File: src/rtl/pidc_pkg.sv
// Shared widths, register indexes, mode codes and the inter-stage term bundle.
package pidc_pkg;

    // Field and datapath widths
    localparam int GainW   = 32;
    localparam int ErrW    = 18;
    localparam int SumW    = 12;
    localparam int ProdPW  = 51;   // gain x 19-bit operand
    localparam int ProdIW  = 50;   // gain x 18-bit operand
    localparam int ProdDW  = 52;   // gain x 20-bit operand
    localparam int TotalW  = 54;   // sum of the three terms
    localparam int AccW    = 48;
    localparam int HeldW   = 33;   // |output| <= 65535 << 16
    localparam int DriveW  = 17;
    localparam int LimitW  = 16;
    localparam int FracBits = 16;

    // Measurement correction, deadband and error sum bound
    localparam logic [15:0] RawWrapThreshold = 16'd50000;
    localparam logic signed [ErrW-1:0] RawWrapOffset = 18'sd65533;
    localparam logic signed [ErrW-1:0] ErrDeadband   = 18'sd10;
    localparam int ErrSumLimit = 2000;

    // Configuration register indexes
    localparam logic [2:0] CfgPropGain   = 3'd0;
    localparam logic [2:0] CfgIntegGain  = 3'd1;
    localparam logic [2:0] CfgDerivGain  = 3'd2;
    localparam logic [2:0] CfgLoopMode   = 3'd3;
    localparam logic [2:0] CfgOutLimit   = 3'd4;
    localparam logic [2:0] CfgIntegLimit = 3'd5;

    // Loop modes; the other codes hold the last output
    localparam logic [1:0] ModePositional  = 2'd1;
    localparam logic [1:0] ModeIncremental = 2'd2;

    // Products handed from the error stage to the sum stage
    typedef struct packed {
        logic signed [ProdPW-1:0] p;
        logic signed [ProdIW-1:0] i;
        logic signed [ProdDW-1:0] d;
    } t_terms;

endpackage

File: src/rtl/pidc_sum_stage.sv
// Sum stage: integral clamp, term sum, incremental accumulator, output clamp and truncation.
module pidc_sum_stage
    import pidc_pkg::*;
(
    input  logic                     i_clk,
    input  logic                     i_rst_n,
    input  logic                     i_en,
    input  t_terms                   i_terms,
    input  logic [1:0]               i_loop_mode,
    input  logic [LimitW-1:0]        i_output_limit,
    input  logic [LimitW-1:0]        i_integ_limit,
    output logic signed [DriveW-1:0] o_drive
);

    logic signed [AccW-1:0]   r_acc, n_acc;
    logic signed [HeldW-1:0]  r_held, n_held;
    logic signed [DriveW-1:0] r_drive, n_drive;

    logic signed [ProdIW-1:0] ilim, it_c;
    logic signed [TotalW-1:0] olim_t, total, out_pos;
    logic signed [AccW-1:0]   olim_a, acc_sat, out_inc;
    logic signed [AccW+TotalW-AccW:0] acc_full;

    // Integral term clamp and the sum of the three terms
    always_comb begin
        ilim = $signed({{(ProdIW-LimitW-FracBits){1'b0}}, i_integ_limit, {FracBits{1'b0}}});
        if (i_terms.i > ilim) begin
            it_c = ilim;
        end else if (i_terms.i < -ilim) begin
            it_c = -ilim;
        end else begin
            it_c = i_terms.i;
        end
        total = {{(TotalW-ProdPW){i_terms.p[ProdPW-1]}}, i_terms.p}
              + {{(TotalW-ProdIW){it_c[ProdIW-1]}}, it_c}
              + {{(TotalW-ProdDW){i_terms.d[ProdDW-1]}}, i_terms.d};
    end

    // Positional output clamp
    always_comb begin
        olim_t = $signed({{(TotalW-LimitW-FracBits){1'b0}}, i_output_limit,
                          {FracBits{1'b0}}});
        if (total > olim_t) begin
            out_pos = olim_t;
        end else if (total < -olim_t) begin
            out_pos = -olim_t;
        end else begin
            out_pos = total;
        end
    end

    // Incremental accumulator saturates to its own width, then the output clamp
    always_comb begin
        acc_full = {{(TotalW+1-AccW){r_acc[AccW-1]}}, r_acc} + {total[TotalW-1], total};
        if (acc_full[TotalW:AccW-1] == '0 || acc_full[TotalW:AccW-1] == '1) begin
            acc_sat = acc_full[AccW-1:0];
        end else if (acc_full[TotalW]) begin
            acc_sat = {1'b1, {(AccW-1){1'b0}}};
        end else begin
            acc_sat = {1'b0, {(AccW-1){1'b1}}};
        end
        olim_a = $signed({{(AccW-LimitW-FracBits){1'b0}}, i_output_limit,
                          {FracBits{1'b0}}});
        if (acc_sat > olim_a) begin
            out_inc = olim_a;
        end else if (acc_sat < -olim_a) begin
            out_inc = -olim_a;
        end else begin
            out_inc = acc_sat;
        end
    end

    // Mode selection and truncation toward zero
    always_comb begin
        n_acc  = r_acc;
        n_held = r_held;
        case (i_loop_mode)
            ModePositional: begin
                n_held = out_pos[HeldW-1:0];
            end
            ModeIncremental: begin
                n_acc  = acc_sat;
                n_held = out_inc[HeldW-1:0];
            end
            default: begin
                n_held = r_held;
            end
        endcase
        n_drive = n_held[HeldW-1:FracBits]
                + DriveW'(n_held[HeldW-1] && (n_held[FracBits-1:0] != '0));
    end

    always_ff @(posedge i_clk) begin
        if (!i_rst_n) begin
            r_acc  <= '0;
            r_held <= '0;
        end else if (i_en) begin
            r_acc  <= n_acc;
            r_held <= n_held;
        end
    end

    always_ff @(posedge i_clk) begin
        if (i_en) begin
            r_drive <= n_drive;
        end
    end

    assign o_drive = r_drive;

endmodule
File: config.mk
export PLATFORM = sky130hd
export DESIGN_NAME = pidc_sum_stage
export DESIGN_NICKNAME = d
export VERILOG_FILES = /design/src/rtl/pidc_pkg.sv /design/src/rtl/pidc_sum_stage.sv
export SDC_FILE = /design/constraint.sdc
export NUM_CORES = 1
export LEC_CHECK = 0
export BUFFER_PORTS_ARGS = -buffer_cell sky130_fd_sc_hd__buf_4
export CELL_PAD_IN_SITES_DETAIL_PLACEMENT = 2
export CELL_PAD_IN_SITES_GLOBAL_PLACEMENT = 2
export CORE_MARGIN = 1
export CORE_UTILIZATION = 33
export CTS_BUF_LIST = sky130_fd_sc_hd__clkbuf_4
export DETAILED_ROUTE_END_ITERATION = 8
export PLACE_DENSITY = 0.78
export SLEW_MARGIN = 10
export SYNTH_ARGS = -nofsm -noshare
export SYNTH_HDL_FRONTEND = slang
export SYNTH_SLANG_ARGS = --single-unit
File: constraint.sdc
create_clock -name i_clk -period 18.1 [get_ports i_clk]
set_input_delay 3.62 -clock i_clk [delete_from_list [all_inputs] [get_ports i_clk]]
set_output_delay 3.62 -clock i_clk [all_outputs]
set_load 0.02 [all_outputs]
# After elaboration in Yosys (flattened, before gate mapping)
# Cells that the tools add are included.
# Widths: inputs -> output; s select.
[op_classes]
magnitude_cmp = 6
add_sub_neg = 7
muxes = 9
eq_ne = 3
reduce_logical = 5
[ops]
columns = ["cell", "count"]
rows = [
  ["$mux 33", 4],
  ["$mux 50", 2],
  ["$mux 48", 2],
  ["$pmux 33 s2", 1],
  ["$add 48x53->54", 1],
  ["$lt 53x54->1", 1],
  ["$neg 32->54", 1],
  ["$add 52x52->53", 1],
  ["$gt 53x33->1", 1],
  ["$add 51x50->52", 1],
  ["$gt 50x33->1", 1],
  ["$lt 50x50->1", 1],
  ["$neg 32->50", 1],
  ["$gt 48x33->1", 1],
  ["$lt 48x48->1", 1],
  ["$neg 32->48", 1],
  ["$add 17x1->17", 1],
  ["$reduce_bool 16->1", 1],
  ["$eq 8x8->1 const B", 1],
  ["$logic_not 8->1", 1],
  ["$eq 2x1->1 const B", 1],
  ["$eq 2x2->1 const B", 1],
  ["$reduce_and 2->1", 1],
  ["$logic_and 1x1->1", 1],
  ["$logic_or 1x1->1", 1],
]
[totals]
register_bits = 98
in_bits = 190
wordCells = 33
out_inout_bits = 17

# Logic depth before layout (Yosys ltp)
# Gate-level depths: netlist of run 1.
[depth]
word_depth = 17
mapped_depth = 75

# Least setup slack after synthesis of run 1
# Ideal clock, no wire load.
[synth_timing]
kind = "input to register"
from = "input port i_integ_limit[0]"
to = "register r_drive[15] (netlist: o_drive[15]) (data pin)"
n_path_buf = 8
path_slack_ns = -0.433
cell_stages = 73
setup_ns = 0.258
arrival_time_ns = 18.275
cell_sequence = "inv_1 nand3_1 or3_1 or3_1 or3_1 nor3_1 nand2_1 nor3_1 ha_1 ha_1 a21o_1 a21o_1 a21oi_1 o21ai_0 a21oi_1 o21ai_0 nor3_1 o21ai_0 [... 37 more ...] o21a_1 o21a_1 o21a_1 o21a_1 o21ai_0 a22oi_1 o31a_1 buf_2 nor3_2 a221oi_1 o221ai_1 nor3_1 a31oi_1 ha_1 nand3_2 or3_4 and4bb_1 xor2_1"
[synth_via]
elab_chain_cells = 17
word_cells_on_any_way = 25
cone_classes = "add/sub (5); order compare (6); eq/ne (1); mux (9); reduce/logical (4)"
[synth_lines]
columns = ["item", "line", "source"]
rows = [
  ["start, declared", "pidc_sum_stage.sv:11", "input logic [LimitW-1:0] i_integ_limit,"],
  ["$neg 32->50", "pidc_sum_stage.sv:29, pidc_sum_stage.sv:30", ""],
  ["$lt 50x50->1", "pidc_sum_stage.sv:29", "end else if (i_terms.i < -ilim) begin"],
  ["$mux 50", "pidc_sum_stage.sv:29", ""],
  ["$mux 50 (*)", "pidc_sum_stage.sv:27", "if (i_terms.i > ilim) begin"],
  ["$add 51x50->52 (*)", "pidc_sum_stage.sv:35", "+ {{(TotalW-ProdIW){it_c[ProdIW-1]}}, it_c}"],
  ["$add 52x52->53 (*)", "pidc_sum_stage.sv:36", "+ {{(TotalW-ProdDW){i_terms.d[ProdDW-1]}}, i_terms.d};"],
  ["$add 48x53->54 (*)", "pidc_sum_stage.sv:54", "acc_full = {{(TotalW+1-AccW){r_acc[AccW-1]}}, r_acc} + {total[TotalW-1], total};"],
  ["$eq 8x8->1 or $logic_not 8->1 (tied branches)", "pidc_sum_stage.sv:55", "if (acc_full[TotalW:AccW-1] == '0 || acc_full[TotalW:AccW-1] == '1) begin"],
  ["[... 2 more ...]", "n/a", ""],
  ["via acc_sat[17]", "pidc_sum_stage.sv:21", "logic signed [AccW-1:0] olim_a, acc_sat, out_inc;"],
  ["$lt 48x48->1", "pidc_sum_stage.sv:66", "end else if (acc_sat < -olim_a) begin"],
  ["$mux 33", "pidc_sum_stage.sv:66", ""],
  ["$mux 33 (*)", "pidc_sum_stage.sv:64", "if (acc_sat > olim_a) begin"],
  ["$pmux 33 s2 (*)", "pidc_sum_stage.sv:77", "case (i_loop_mode)"],
  ["$reduce_bool 16->1", "pidc_sum_stage.sv:90", "+ DriveW'(n_held[HeldW-1] && (n_held[FracBits-1:0] != '0));"],
  ["$logic_and 1x1->1", "pidc_sum_stage.sv:90", ""],
  ["$add 17x1->17 (*)", "pidc_sum_stage.sv:90", ""],
  ["via n_drive[15]", "pidc_sum_stage.sv:17", "logic signed [DriveW-1:0] r_drive, n_drive;"],
  ["end signal, assigned", "pidc_sum_stage.sv:105", "r_drive <= n_drive;"],
  ["end, declared", "pidc_sum_stage.sv:17", ""],
]
# The timed path passes the listed nets; every way through them passes the cells marked *.
# A chain may end at the register's enable or synchronous reset.

# Worst setup path in the final report of run 1
# Same ends and word-level chain as after synthesis.

==> results.md, run 1 <==
STA:
- The final critical-path setup slack is 0.241 ns.
- On the final layout, the worst clock skew is 0.0329 ns.
- Across all hold checks on the routed design, the worst slack comes to 0.483 ns.
- Setup violations remaining at the end of the flow were counted as 0.
- The tightest slew margin relative to the limit is 27.3%.
- Static timing analysis puts the maximum clock frequency at 56.0 MHz.
- The count of pins over their slew limit is 0.
- The final critical delay including setup and external delays is 17.86 ns.
- For the pin with the worst max-slew slack, the measured transition is 1.08 ns.
- In the finished design, the share of the clock period the worst path needs comes to 98.7%.
- The number of failing hold endpoints at the final stage came to 0.

CTS:
- The number of H-tree branching levels is 3.
- The buffer depth of the longest clock path is 2.
- The clock drives 98 sinks.
- The source-to-sink clock delay at the later pin of the worst-skew pair is 0.57 ns.
- Buffers inserted during clock tree synthesis total 9.
- Clock tree synthesis selected as its root buffer the cell sky130_fd_sc_hd__clkbuf_4.
- TritonCTS built the clock tree.
- Clock-pin slew was measured on the worst setup and hold paths at 0.20 ns.

Detailed routing:
- The wire length per cell is 26.1 um.
- Once detail routing completed, the nets flagged for antenna violations numbered 0.
- For this block, the via count after detailed routing is 22680.
- The number of remaining DRC errors is 0.
- The mean number of vias per cell is 5.95.
- The number of DRC violations after detailed-routing iteration 0 is 996.
- The sum of routed wire length over all layers is 99500 um.
- The first detailed-routing pass ran for 4 iterations.

Floorplanning:
- The floorplan has 87 rows.
- The die height is 241 um.
- The die covers 58200 um^2.
- The area of the core is 56500 um^2.
- The die is 241 um wide.
- Pin placement for this block handled 207 I/O pins.
- The starting density of the core is 33.5%.

Synthesis:
- After synthesis the cells add up to 18900 um^2.
- The area share of the largest cell type after synthesis is 17.5%.
- After synthesis the netlist holds a flip-flop and latch count of 98.
- The cell taking the most area after synthesis is sky130_fd_sc_hd__ha_1.
- The number of synthesized flops with an enable pin is 17.
- The number of nets produced by synthesis is 3047.
- Yosys attributes the largest share of cell area to sky130_fd_sc_hd__ha_1 (18%), sky130_fd_sc_hd__dfxtp_1 (8.6%), sky130_fd_sc_hd__a21oi_1 (7.0%), sky130_fd_sc_hd__fa_1 (5.7%), sky130_fd_sc_hd__nand2_1 (5.5%).
- In this run the mean area of a mapped cell was 7.45 um^2.
- The cell count after synthesis came out at 2538.
- Counting distinct cell types in the post-synthesis netlist gives 110.
- Sequential cells were found to cover 11.3% of the synthesized design area.
- In the synthesized netlist the dominant register cell turns out to be sky130_fd_sc_hd__dfxtp_1.
- The total of warnings raised by yosys is 0.
- The share of synthesized flip-flops with an asynchronous set or reset is 0%.

Worst setup path:
- By startpoint and endpoint, the worst setup path is classified as in -> reg.
- Setup slack on the worst reg-to-reg path comes out at 9.73 ns.
- The worst setup path is launched from an input pin.
- The highest net fanout along the worst path is 17.
- For this run, the slowest stage of the critical path takes 0.70 ns.
- The category of the worst setup path capture point is a register.
- The data arrival at the endpoint of the critical path is 18.28 ns.
- The critical path's slowest cell is sky130_fd_sc_hd__xnor2_1.
- The startpoint of the lowest-slack register-to-register path is r_acc[3].
- In this run the worst setup path begins at i_integ_limit[0].
- STA puts the critical path data required time at 18.52 ns.
- The most frequent cell on the critical path is sky130_fd_sc_hd__o21a_1.

Placement:
- The worst setup slack before clock tree synthesis is -1.30 ns.
- The number of instances in the placed design is 3782.
- The final weighted congestion of routability-driven global placement is 0.962.
- The cell area after placement is 23900 um^2.
- The count of input and output buffers is 206.
- Detailed placement finished with a half-perimeter wire length of 83500 um.

Run:
- The max-capacitance violation count is 0.

Global route:
- The largest net degree at the start of global routing is 81.
- The number of antenna violations at the first check in global routing is 8.
- The combined global-route utilization of all metal layers is 32.7%.
- The first-pass GRT wire length is 146000 um.
- For this run the aggregate overflow at the end of global routing stands at 0.
- The number of global-route vias before repair is 24654.

Power:
- For this design the ratio of total power to cell area is 123 nW/um^2.
- The analysis attributes to cell leakage a power of 11.2 nW.
- The maximum vdd ir drop is 0.0000456 V.
- The design draws 3.09 mW.

Layout:
- The footprint of the flip-flops and latches is 2130 um^2.
- The final standard cell count with taps included and fillers excluded is 3814.
- The multi-input combinational cells in the finished layout cover a total of 16800 um^2.
- The synthesis-to-finish area growth is 32.6%.
- After routing the design area is 25100 um^2.
- The total number of nets in the final design is 3560.
- Of the cells placed in the final design, the portion with a size suffix greater than 1 is 27.3%.
- The number of inserted filler cells in the final layout is 6490.

Min path:
- The startpoint identified for the worst hold timing path is r_acc[2].
- The path category of the worst min-delay check is reg -> reg.

Run status:
- The flow ran to the end, and the final reports show no timing, DRC or antenna violations.
==> flip-flops by register name (all words and copies together) (netlist names) <==
| name | cells |
|---|---|
| r_acc | 48 |
| o_drive | 17 |
| r_held | 33 |
==> through the flow <==
stage | util, % | TNS (ns)
finish | 44.4 | 0
global route | 44.4 | -2.84
CTS | 42.8 | 0
detailed placement | 42.3 | -22.57
global placement | 42.3 | -6.55
floorplan | - | 0
==> Yosys cell counts, types with 7 or more instances <==
master                        n
sky130_fd_sc_hd__a2111oi_0   10
sky130_fd_sc_hd__a211o_1     13
sky130_fd_sc_hd__a211oi_1    50
sky130_fd_sc_hd__a21boi_0     7
sky130_fd_sc_hd__a21o_1      87
sky130_fd_sc_hd__a21oi_1    264
sky130_fd_sc_hd__a221oi_1    13
sky130_fd_sc_hd__a22oi_1     15
sky130_fd_sc_hd__a311oi_1    10
sky130_fd_sc_hd__a31oi_1     16
sky130_fd_sc_hd__and2_1      32
sky130_fd_sc_hd__and3_1      19
sky130_fd_sc_hd__and4_1      11
sky130_fd_sc_hd__buf_1       10
sky130_fd_sc_hd__buf_2       21
sky130_fd_sc_hd__clkbuf_1    77
sky130_fd_sc_hd__dfxtp_1     81
sky130_fd_sc_hd__edfxtp_1    17
sky130_fd_sc_hd__fa_1        54
sky130_fd_sc_hd__ha_1       265
sky130_fd_sc_hd__inv_1       98
sky130_fd_sc_hd__mux2_2       8
sky130_fd_sc_hd__mux2i_1     39
sky130_fd_sc_hd__nand2_1    279
sky130_fd_sc_hd__nand2b_1    23
sky130_fd_sc_hd__nand3_1     57
sky130_fd_sc_hd__nand3b_1     8
sky130_fd_sc_hd__nand4_1     60
sky130_fd_sc_hd__nor2_1     206
sky130_fd_sc_hd__nor2b_1     18
sky130_fd_sc_hd__nor3_1      92
sky130_fd_sc_hd__nor4_1      44
sky130_fd_sc_hd__o211ai_1    18
sky130_fd_sc_hd__o21a_1      40
sky130_fd_sc_hd__o21ai_0    157
sky130_fd_sc_hd__o21bai_1    11
sky130_fd_sc_hd__o31a_1       9
sky130_fd_sc_hd__o31ai_1      8
sky130_fd_sc_hd__or3_1       17
sky130_fd_sc_hd__or4_1       10
sky130_fd_sc_hd__xnor2_1     83
sky130_fd_sc_hd__xor2_1      46
==> layer usage <==
layer	vias up	part of all wire [%]	global-route usage, %
met2	536	49	57.8
li1	10462	-	-
met3	173	3.2	2.45
met5	-	0.041	0
met1	11503	44	41.7
met4	6	3.7	11.2
==> final timing paths <==
check,end,cells past startpoint
max,o_drive[15],69
min,r_acc[2],2
max reg2reg,o_drive[15],39
min reg2reg,r_acc[2],2
==> repair_timing <==
| action | CTS | global route |
|---|---|---|
| gates resized for setup | 29 | 166 |
| setup endpoints to repair | 17 | 20 |
| setup buffers | 1 | 13 |
| hold buffers | 0 | 0 |
| pin swaps | 3 | 27 |
==> layout make-up <==
| class | instances | area share, % |
|---|---|---|
| clock inverters | 7 | 0.285 |
| flip-flops and latches | 98 | 8.51 |
| diodes | 2 | 0.0200 |
| inverters | 101 | 1.51 |
| well taps | 756 | 3.77 |
| multi-input cells | 2221 | 66.9 |
| repair buffers | 620 | 18.8 |
| clock buffers | 9 | 0.270 |
==> power by group <==
group          switching (mW)  leakage [nW]  total, mW  internal, mW
logic                    1.64          10.3       2.70          1.06
registers              0.0140         0.833      0.262         0.248
clock network           0.100        0.0694      0.132        0.0318
==> worst max-delay path, delay by kind of cell <==
| kind | cells | cell delay [ns] |
|---|---|---|
| AOI/OAI and AO/OA | 31 | 5.66 |
| xor gates and xnor gates | 3 | 0.98 |
| adders and majority gates | 7 | 2.29 |
| buffers and inverters | 6 | 0.88 |
| and+or+nand+nor | 22 | 4.77 |
==> cells by family (layout without fill, tap and decap cells) <==
| kind of cell | count (synthesis) | after routing | synth area share [%] |
|---|---|---|---|
| adder cells (fa/ha/maj) | 319 | 319 | 23.3 |
| AO/OA/AOI/OAI | 813 | 813 | 28.2 |
| AND/OR/NAND/NOR | 912 | 912 | 23.7 |
| flip-flops | 98 | 98 | 11.3 |
| buffers and inverters | 219 | 737 | 4.99 |
| other | 0 | 2 | 0 |
| multiplexers | 48 | 48 | 2.62 |
| XOR/XNOR | 129 | 129 | 5.98 |
==> placed cells by master (no fill, tap or decap), types with 23 or more instances in the layout <==
cell / count
sky130_fd_sc_hd__nor3_1: 79
sky130_fd_sc_hd__nand2b_1: 23
sky130_fd_sc_hd__buf_4: 613
sky130_fd_sc_hd__o21a_1: 39
sky130_fd_sc_hd__nand3_1: 53
sky130_fd_sc_hd__nand4_1: 60
sky130_fd_sc_hd__xnor2_1: 66
sky130_fd_sc_hd__a21o_1: 87
sky130_fd_sc_hd__o21ai_0: 135
sky130_fd_sc_hd__dfxtp_1: 81
sky130_fd_sc_hd__mux2i_1: 39
sky130_fd_sc_hd__fa_1: 54
sky130_fd_sc_hd__ha_1: 249
sky130_fd_sc_hd__nand2_1: 272
sky130_fd_sc_hd__xor2_1: 43
sky130_fd_sc_hd__a21oi_2: 24
sky130_fd_sc_hd__nor4_1: 37
sky130_fd_sc_hd__a21oi_1: 237
sky130_fd_sc_hd__inv_1: 98
sky130_fd_sc_hd__nor2_1: 202
sky130_fd_sc_hd__and2_1: 30
sky130_fd_sc_hd__a211oi_1: 45
Note: power is estimated with default switching activity, not from simulation.
==> run 2: changes to the inputs <==
Settings changed: CORE_UTILIZATION 33 to 35, GPL_TIMING_DRIVEN set to 0, PLACE_DENSITY 0.78 to 0.79.
Clock period 18.1 ns to 21.8 ns, I/O delays scaled along.
==> run 2 against run 1 <==
Against the previous run: first-iteration DRC count up 0.10%; sequential power down 17%; clock power down 9%; design area down 11%; via count down 4.7%.
==> results.md, run 2 (synthesis results as in run 1) <==
Layout:
- The synthesis-to-finish area growth is 18.7%.
- The register with the highest flop count is r_acc.
- The fraction of layout cells with a size suffix above 1 is 16.3% (-11 points).
- The number of flip-flops in the largest register is 48 (unchanged).
- Leaving out fill and tap cells, the most frequent cell in the layout is sky130_fd_sc_hd__nand2_1.
- The top cell types in the final layout, fill and taps aside, are sky130_fd_sc_hd__nand2_1 (276), sky130_fd_sc_hd__ha_1 (255), sky130_fd_sc_hd__a21oi_1 (253).
- The final standard cell count with taps included and fillers excluded was 3470 (-9.0%).
- The total number of nets in the final design came to 3280 (-7.9%).

STA:
- For the finished layout, the period the worst path requires is 21.36 ns.
- The setup-violating endpoint count in the final report is 0 (unchanged).
- The slew of the pin with the lowest slew margin is 1.28 ns (+0.198 ns).
- The total negative setup slack is 0 ns (unchanged).
- The number of failing hold endpoints at the final stage is 0 (unchanged).
- The count of pins over their slew limit came to 0 (unchanged).
- The tightest slew margin relative to the limit came to 12.6% (-15 points).
- The maximum clock frequency is 46.8 MHz.
- The largest clock skew in the final design was 0.0340 ns (+0.00106 ns).
- The final critical-path setup slack is 0.439 ns (+0.198 ns).
- The final worst-path cycle share is 98.0%.

Placement:
- The number of instances in the placed design came to 3427 (-9.4%).
- The half-perimeter wire length of the detailed placement result was 79100 um (-5.3%).
- The count of input and output buffers is 201 (-2.4%).
- The final weighted congestion of routability-driven global placement is 0.979 (+1.7%).
- The worst setup slack before clock tree synthesis was -4.77 ns (-3.47 ns).

Global route:
- The number of global-route vias before repair is 23126 (-6.2%).
- The largest net degree at the start of global routing is 22 (-73%).
- The number of antenna violations at the first check in global routing is 6 (-2).
- The combined global-route utilization of all metal layers is 32.7% (-0.053 points).
- The total grt overflow came to 0 (unchanged).
- The first-pass GRT wire length is 137000 um (-6.1%).

Detailed routing:
- The mean number of vias per cell is 6.23 (+4.7%).
- The wire length per cell is 26.7 um (+2.5%).
- The via count came to 21606 (-4.7%).
- The number of optimization iterations in the first detailed-route pass is 7 (+3).
- The sum of routed wire length over all layers is 92800 um (-6.8%).
- The number of DRC violations after detailed-routing iteration 0 is 997 (+0.10%).
- The number of remaining DRC errors is 0 (unchanged).
- The antenna violation net count after detailed routing is 0 (unchanged).

Worst setup path:
- The sort of element at the start of the critical path is an input pin.
- The critical path start-end classification is in -> reg.
- The maximum single-stage delay on the critical path is 0.55 ns (-0.15 ns).
- The highest net fanout along the worst path is 10 (-7).
- The family with the most delay on the worst path is simple AND/OR/NAND/NOR gates.
- The largest individual stage delay along the critical path comes from the cell sky130_fd_sc_hd__or4_1.
- STA classifies the critical path endpoint as a register.
- The data required time at the worst endpoint is 22.16 ns (+3.64 ns).
- The combined buffer and inverter count along the critical path came to 10 (+4).
- By instance count, the cell type seen most on the critical path is sky130_fd_sc_hd__o21ai_0.
- The data arrival at the endpoint of the critical path is 21.72 ns (+3.44 ns).

Floorplanning:
- The die height is 234 um (-2.9%).
- The number of top-level pins was 207 (unchanged).
- The area enclosed by the die boundary came to 54900 um^2 (-5.7%).
- The standard-cell row count came to 84 (-3.4%).
- The area of the core is 53000 um^2 (-6.2%).
- The starting density of the core is 35.7% (+2.2 points).
- The horizontal extent of the die came to 234 um (-2.9%).

CTS:
- The post-CTS clock slew at the launch and capture registers of the worst setup and hold paths is 0.18 ns (-0.02 ns).
- The number of H-tree branching levels is 3 (unchanged).
- The number of clock buffers inserted by TritonCTS is 9 (unchanged).
- The number of hold buffers added after CTS is 0 (unchanged).
- The number of clock sinks is 98 (unchanged).
- The buffer depth of the longest clock path was 2 (unchanged).
- The source-to-sink clock delay at the later pin of the worst-skew pair is 0.59 ns (+0.02 ns).
- The CTS tree is built.
- The cell at the root of the clock tree is sky130_fd_sc_hd__clkbuf_4.

Power:
- The maximum vdd ir drop was 0.0000314 V (-31%).
- The power per unit of standard cell area is 96.9 nW/um^2 (-21%).
- The static leakage came to 9.64 nW (-14%).

Min path:
- In this run the worst hold path is classified as reg -> reg.

Run:
- The max-capacitance violation count is 0 (unchanged).

Run status:
- The flow ran to the end, and the final reports show no timing, DRC or antenna violations.
-- run 2: cell types whose count changed in the layout (fill, tap and decap cells not counted), moves of 7 or more --
cell and delta:
sky130_fd_sc_hd__buf_4 -380, sky130_fd_sc_hd__a21oi_2 -13, sky130_fd_sc_hd__o21ai_0 +10, sky130_fd_sc_hd__o21ai_1 -7, sky130_fd_sc_hd__buf_1 +8, sky130_fd_sc_hd__nor3_2 -7, sky130_fd_sc_hd__clkbuf_2 +7, sky130_fd_sc_hd__buf_2 +21
sky130_fd_sc_hd__a21oi_1 +16, sky130_fd_sc_hd__clkbuf_1 +54
-- run 2: routing by layer --
| metal | vias up | GRT usage [%] | part of all wire, % |
|---|---|---|---|
| met5 | - | 0 | 0.031 |
| met4 | 4 | 12.8 | 4.1 |
| li1 | 9895 | - | - |
| met2 | 575 | 57.5 | 49 |
| met3 | 165 | 3.11 | 3.9 |
| met1 | 10967 | 40.8 | 43 |
-- run 2: final timing paths --
| kind | startpoint | endpoint | slack (ns) | cells after the start |
|---|---|---|---|---|
| worst min register to register | r_acc[41] | r_acc[41] | 0.48 | 2 |
| worst max register to register | r_acc[0] | o_drive[15] | 11.64 | 37 |
| worst max-delay path | i_integ_limit[0] | o_drive[15] | 0.44 | 70 |
| worst min-delay path | r_acc[41] | r_acc[41] | 0.48 | 2 |
-- run 2: what timing repair did --
item | in CTS | in global routing
resized for setup | 68 | 107
pin swaps | 4 | 26
endpoints found under the setup margin | 50 | 18
buffers inserted | 5 | 27
-- run 2: layout make-up --
| class | count | area [um^2] |
|---|---|---|
| timing repair buffer | 233 | 1760 |
| clock buffer | 9 | 67.6 |
| inverter | 101 | 379 |
| multi-input combinational | 2221 | 16600 |
| antenna | 6 | 15.0 |
| sequential | 98 | 2130 |
| tap | 688 | 861 |
| clock inverter | 7 | 95.1 |
| fill | 6233 | 30500 |
| buffer | 107 | 562 |
-- run 2: tightest hold or removal path: cells and delay by family (launching register included) --
kind / cells / cell delay (ns)
flip-flops: 1 / 0.35
AO/OA/AOI/OAI: 1 / 0.05
AND/OR/NAND/NOR: 1 / 0.05
-- run 2: power breakdown --
group	total, mW	switching [mW]	internal, mW
Clock	0.120	0.0818	0.0381
Combinational	1.84	1.23	0.607
Sequential	0.218	0.0113	0.206
Total	2.17	1.32	0.851
-- run 2: through the flow --
step	utilization, %	hold WS, ns	power [mW]	area [um^2]
after floorplan	-	0.433	1.29	18900
after global placement	40.2	0.444	1.83	21300
after detailed placement	40.2	0.456	1.91	21300
after CTS	41.2	0.481	2.08	21800
after global routing	42.3	0.504	2.31	22400
final	42.3	0.479	2.17	22400
==> run 3: changes to the inputs <==
Settings changed: CORE_ASPECT_RATIO set to 0.5.
==> run 3 against run 2 <==
Against the previous run: count of clock-buffer cells in the layout did not move; via count rose by 0.43%; final cell count rose by 0.43%; power rose by 3.1%; routed wire length rose by 1.6%; sequential cell count did not move; global-route usage barely moved; largest cell class unchanged; highest routed layer is now met4.
==> results.md, run 3 (synthesis results as in run 1) <==
Global route:
- The number of antenna violations at the first check in global routing is 7 (+1).
- The number of global-route vias before repair came to 22888 (-1.0%).
- The total grt overflow is 0 (unchanged).
- The largest net degree at the start of global routing is 22 (unchanged).
- The first-pass GRT wire length is 138000 um (+1.4%).
- The combined global-route utilization of all metal layers was 32.7% (+0.034 points).

CTS:
- The number of clock buffers inserted by TritonCTS is 9 (unchanged).
- The buffer depth of the longest clock path is 2 (unchanged).
- The number of H-tree branching levels is 3 (unchanged).
- The number of hold buffers added after CTS was 0 (unchanged).
- The number of clock sinks is 98 (unchanged).
- The post-CTS clock slew at the launch and capture registers of the worst setup and hold paths is 0.20 ns (+0.02 ns).
- The tree is rooted in a sky130_fd_sc_hd__clkbuf_4.
- The CTS tree is built.
- The source-to-sink clock delay at the later pin of the worst-skew pair came to 0.55 ns (-0.04 ns).

Worst setup path:
- In this run the worst setup path begins at i_integ_limit[0].
- The highest net fanout along the worst path came to 10 (unchanged).
- The slowest stage of the critical path belongs to the cell sky130_fd_sc_hd__or4_1.
- The category of the worst setup path capture point is a register.
- The maximum single-stage delay on the critical path came to 0.53 ns (-0.02 ns).
- The critical path start-end classification is in -> reg.
- Following the worst setup path forward leads to its endpoint at o_drive[15].
- The endpoint identified for the worst register-to-register timing path is o_drive[15].
- The data arrival at the endpoint of the critical path is 21.63 ns (-0.09 ns).
- The worst setup slack for register-to-register paths was 11.83 ns (+0.19 ns).
- The logic depth of the worst register-to-register path is 36 (-2.7%).
- The data required time at the worst endpoint came to 22.13 ns (-0.03 ns).
- Counting stages on the worst path, the most repeated cell is sky130_fd_sc_hd__a21oi_1.
- STA classifies the critical path startpoint as an input pin.
- The worst register-to-register path begins at r_acc[0].

Run:
- The max-capacitance violation count came to 0 (unchanged).

Placement:
- The final weighted congestion of routability-driven global placement is 0.963 (-1.6%).
- The count of input and output buffers came to 201 (unchanged).
- The half-perimeter wire length of the detailed placement result is 77800 um (-1.6%).
- The cell area after placement is 21300 um^2 (+0.17%).
- The worst setup slack before clock tree synthesis was -4.86 ns (-0.0896 ns).

Detailed routing:
- The number of optimization iterations in the first detailed-route pass is 5 (-2).
- The mean number of vias per cell was 6.23 (about the same).
- The sum of routed wire length over all layers came to 94200 um (+1.6%).
- The wire length per cell was 27.0 um (+1.2%).
- The antenna violation net count after detailed routing came to 0 (unchanged).
- The number of DRC violations after detailed-routing iteration 0 is 1370 (+37%).
- The number of remaining DRC errors is 0 (unchanged).
- The via count is 21698 (+0.43%).

STA:
- The tightest slew margin relative to the limit was 16.8% (+4.2 points).
- The slew of the pin with the lowest slew margin is 1.24 ns (-0.0390 ns).
- The number of failing hold endpoints at the final stage came to 0 (unchanged).
- The largest clock skew in the final design is 0.0297 ns (-0.00427 ns).
- The final worst-path cycle share is 97.7% (-0.29 points).
- The total negative setup slack is 0 ns (unchanged).
- The final critical-path setup slack is 0.501 ns (+0.0626 ns).
- The final critical delay including setup and external delays is 21.30 ns (-0.0626 ns).
- The setup-violating endpoint count in the final report is 0 (unchanged).
- The maximum clock frequency is 47.0 MHz (+0.29%).
- The count of pins over their slew limit was 0 (unchanged).
- The worst hold slack across all endpoints is 0.481 ns (+0.00218 ns).

Floorplanning:
- The area enclosed by the die boundary came to 55000 um^2 (+0.10%).
- The horizontal extent of the die is 331 um (+41%).
- The number of top-level pins came to 207 (unchanged).
- The area of the core was 52600 um^2 (-0.64%).
- The standard-cell row count came to 59 (-30%).
- The starting density of the core was 35.9% (+0.23 points).
- The die height was 166 um (-29%).

Layout:
- The number of inserted filler cells in the final layout is 6095 (-2.2%).
- The number of flip-flops in the largest register is 48 (unchanged).
- The register with the highest flop count is r_acc.
- The final non-filler cell area came to 22600 um^2 (+0.60%).
- The fraction of layout cells with a size suffix above 1 is 16.2% (-0.095 points).
- The top cell types in the final layout, fill and taps aside, are sky130_fd_sc_hd__nand2_1 (277), sky130_fd_sc_hd__ha_1 (259), sky130_fd_sc_hd__a21oi_1 (254).
- The core utilization of the finished layout came to 42.9% (+0.53 points).
- The synthesis-to-finish area growth is 19.4%.
- The library cell used most frequently in the layout, excluding fill and tap cells, is sky130_fd_sc_hd__nand2_1.
- The total number of nets in the final design came to 3284 (+0.12%).

Run status:
- The flow ran to the end, and the final reports show no timing, DRC or antenna violations.

Power:
- The static leakage is 9.71 nW (+0.75%).
- The power per unit of standard cell area is 99.3 nW/um^2 (+2.5%).
- The maximum vdd ir drop was 0.0000384 V (+22%).

Min path:
- The min-delay analysis places its worst path in the category reg -> reg.
[run 3: per-stage QoR]
step / std cells / total power, mW
after floorplan: 2538 / 1.29
after detailed placement: 3441 / 1.92
after CTS: 3475 / 2.13
after global routing: 3483 / 2.37
final: 3485 / 2.24
after global placement: 3440 / 1.87
[run 3: worst min path at each step]
| stage | from | endpoint | slack (ns) | cells past startpoint |
|---|---|---|---|---|
| floorplan | r_held[20] | r_held[20] | 0.43 | 2 |
| global placement | r_held[20] | r_held[20] | 0.44 | 2 |
| detailed placement | r_acc[37] | r_acc[37] | 0.46 | 2 |
| CTS | r_acc[31] | r_acc[31] | 0.48 | 2 |
| global route | r_acc[40] | r_acc[40] | 0.49 | 2 |
| finish | r_acc[40] | r_acc[40] | 0.48 | 2 |
[run 3: power by group]
part           switching, mW  internal (mW)
registers             0.0113          0.206
clock network         0.0833         0.0384
logic                   1.27          0.631
total                   1.36          0.876
[run 3: layout make-up]
type	instances	area, um^2	area share [%]
Clock buffer	9	67.6	0.299
Antenna cell	4	10.0	0.0444
Inverter	101	379	1.68
Buffer	108	574	2.55
Timing Repair Buffer	236	1810	8.02
Multi-Input combinational cell	2221	16600	73.6
Clock inverter	7	98.8	0.438
Sequential cell	98	2130	9.45
Tap cell	701	877	3.89
[run 3: what timing repair did]
action                     in CTS  in global routing
buffers inserted               19                 15
pin swaps                      11                 11
gates resized for setup        76                 99
setup endpoints to repair      50                 21
[run 3: layer usage]
metal	wire length, um	track usage [%]
met5	0	0
met1	42800	45.5
met2	43700	53.2
met3	5860	4.61
met4	1890	7.13
[run 3: critical path: cells and delay by family]
kind	cells	cell delay [ns]
simple gates	24	5.81
compound gates	24	5.42
xor+xnor	3	0.66
fa+ha+maj	6	2.18
mux	2	0.49
buf+inv	11	2.61
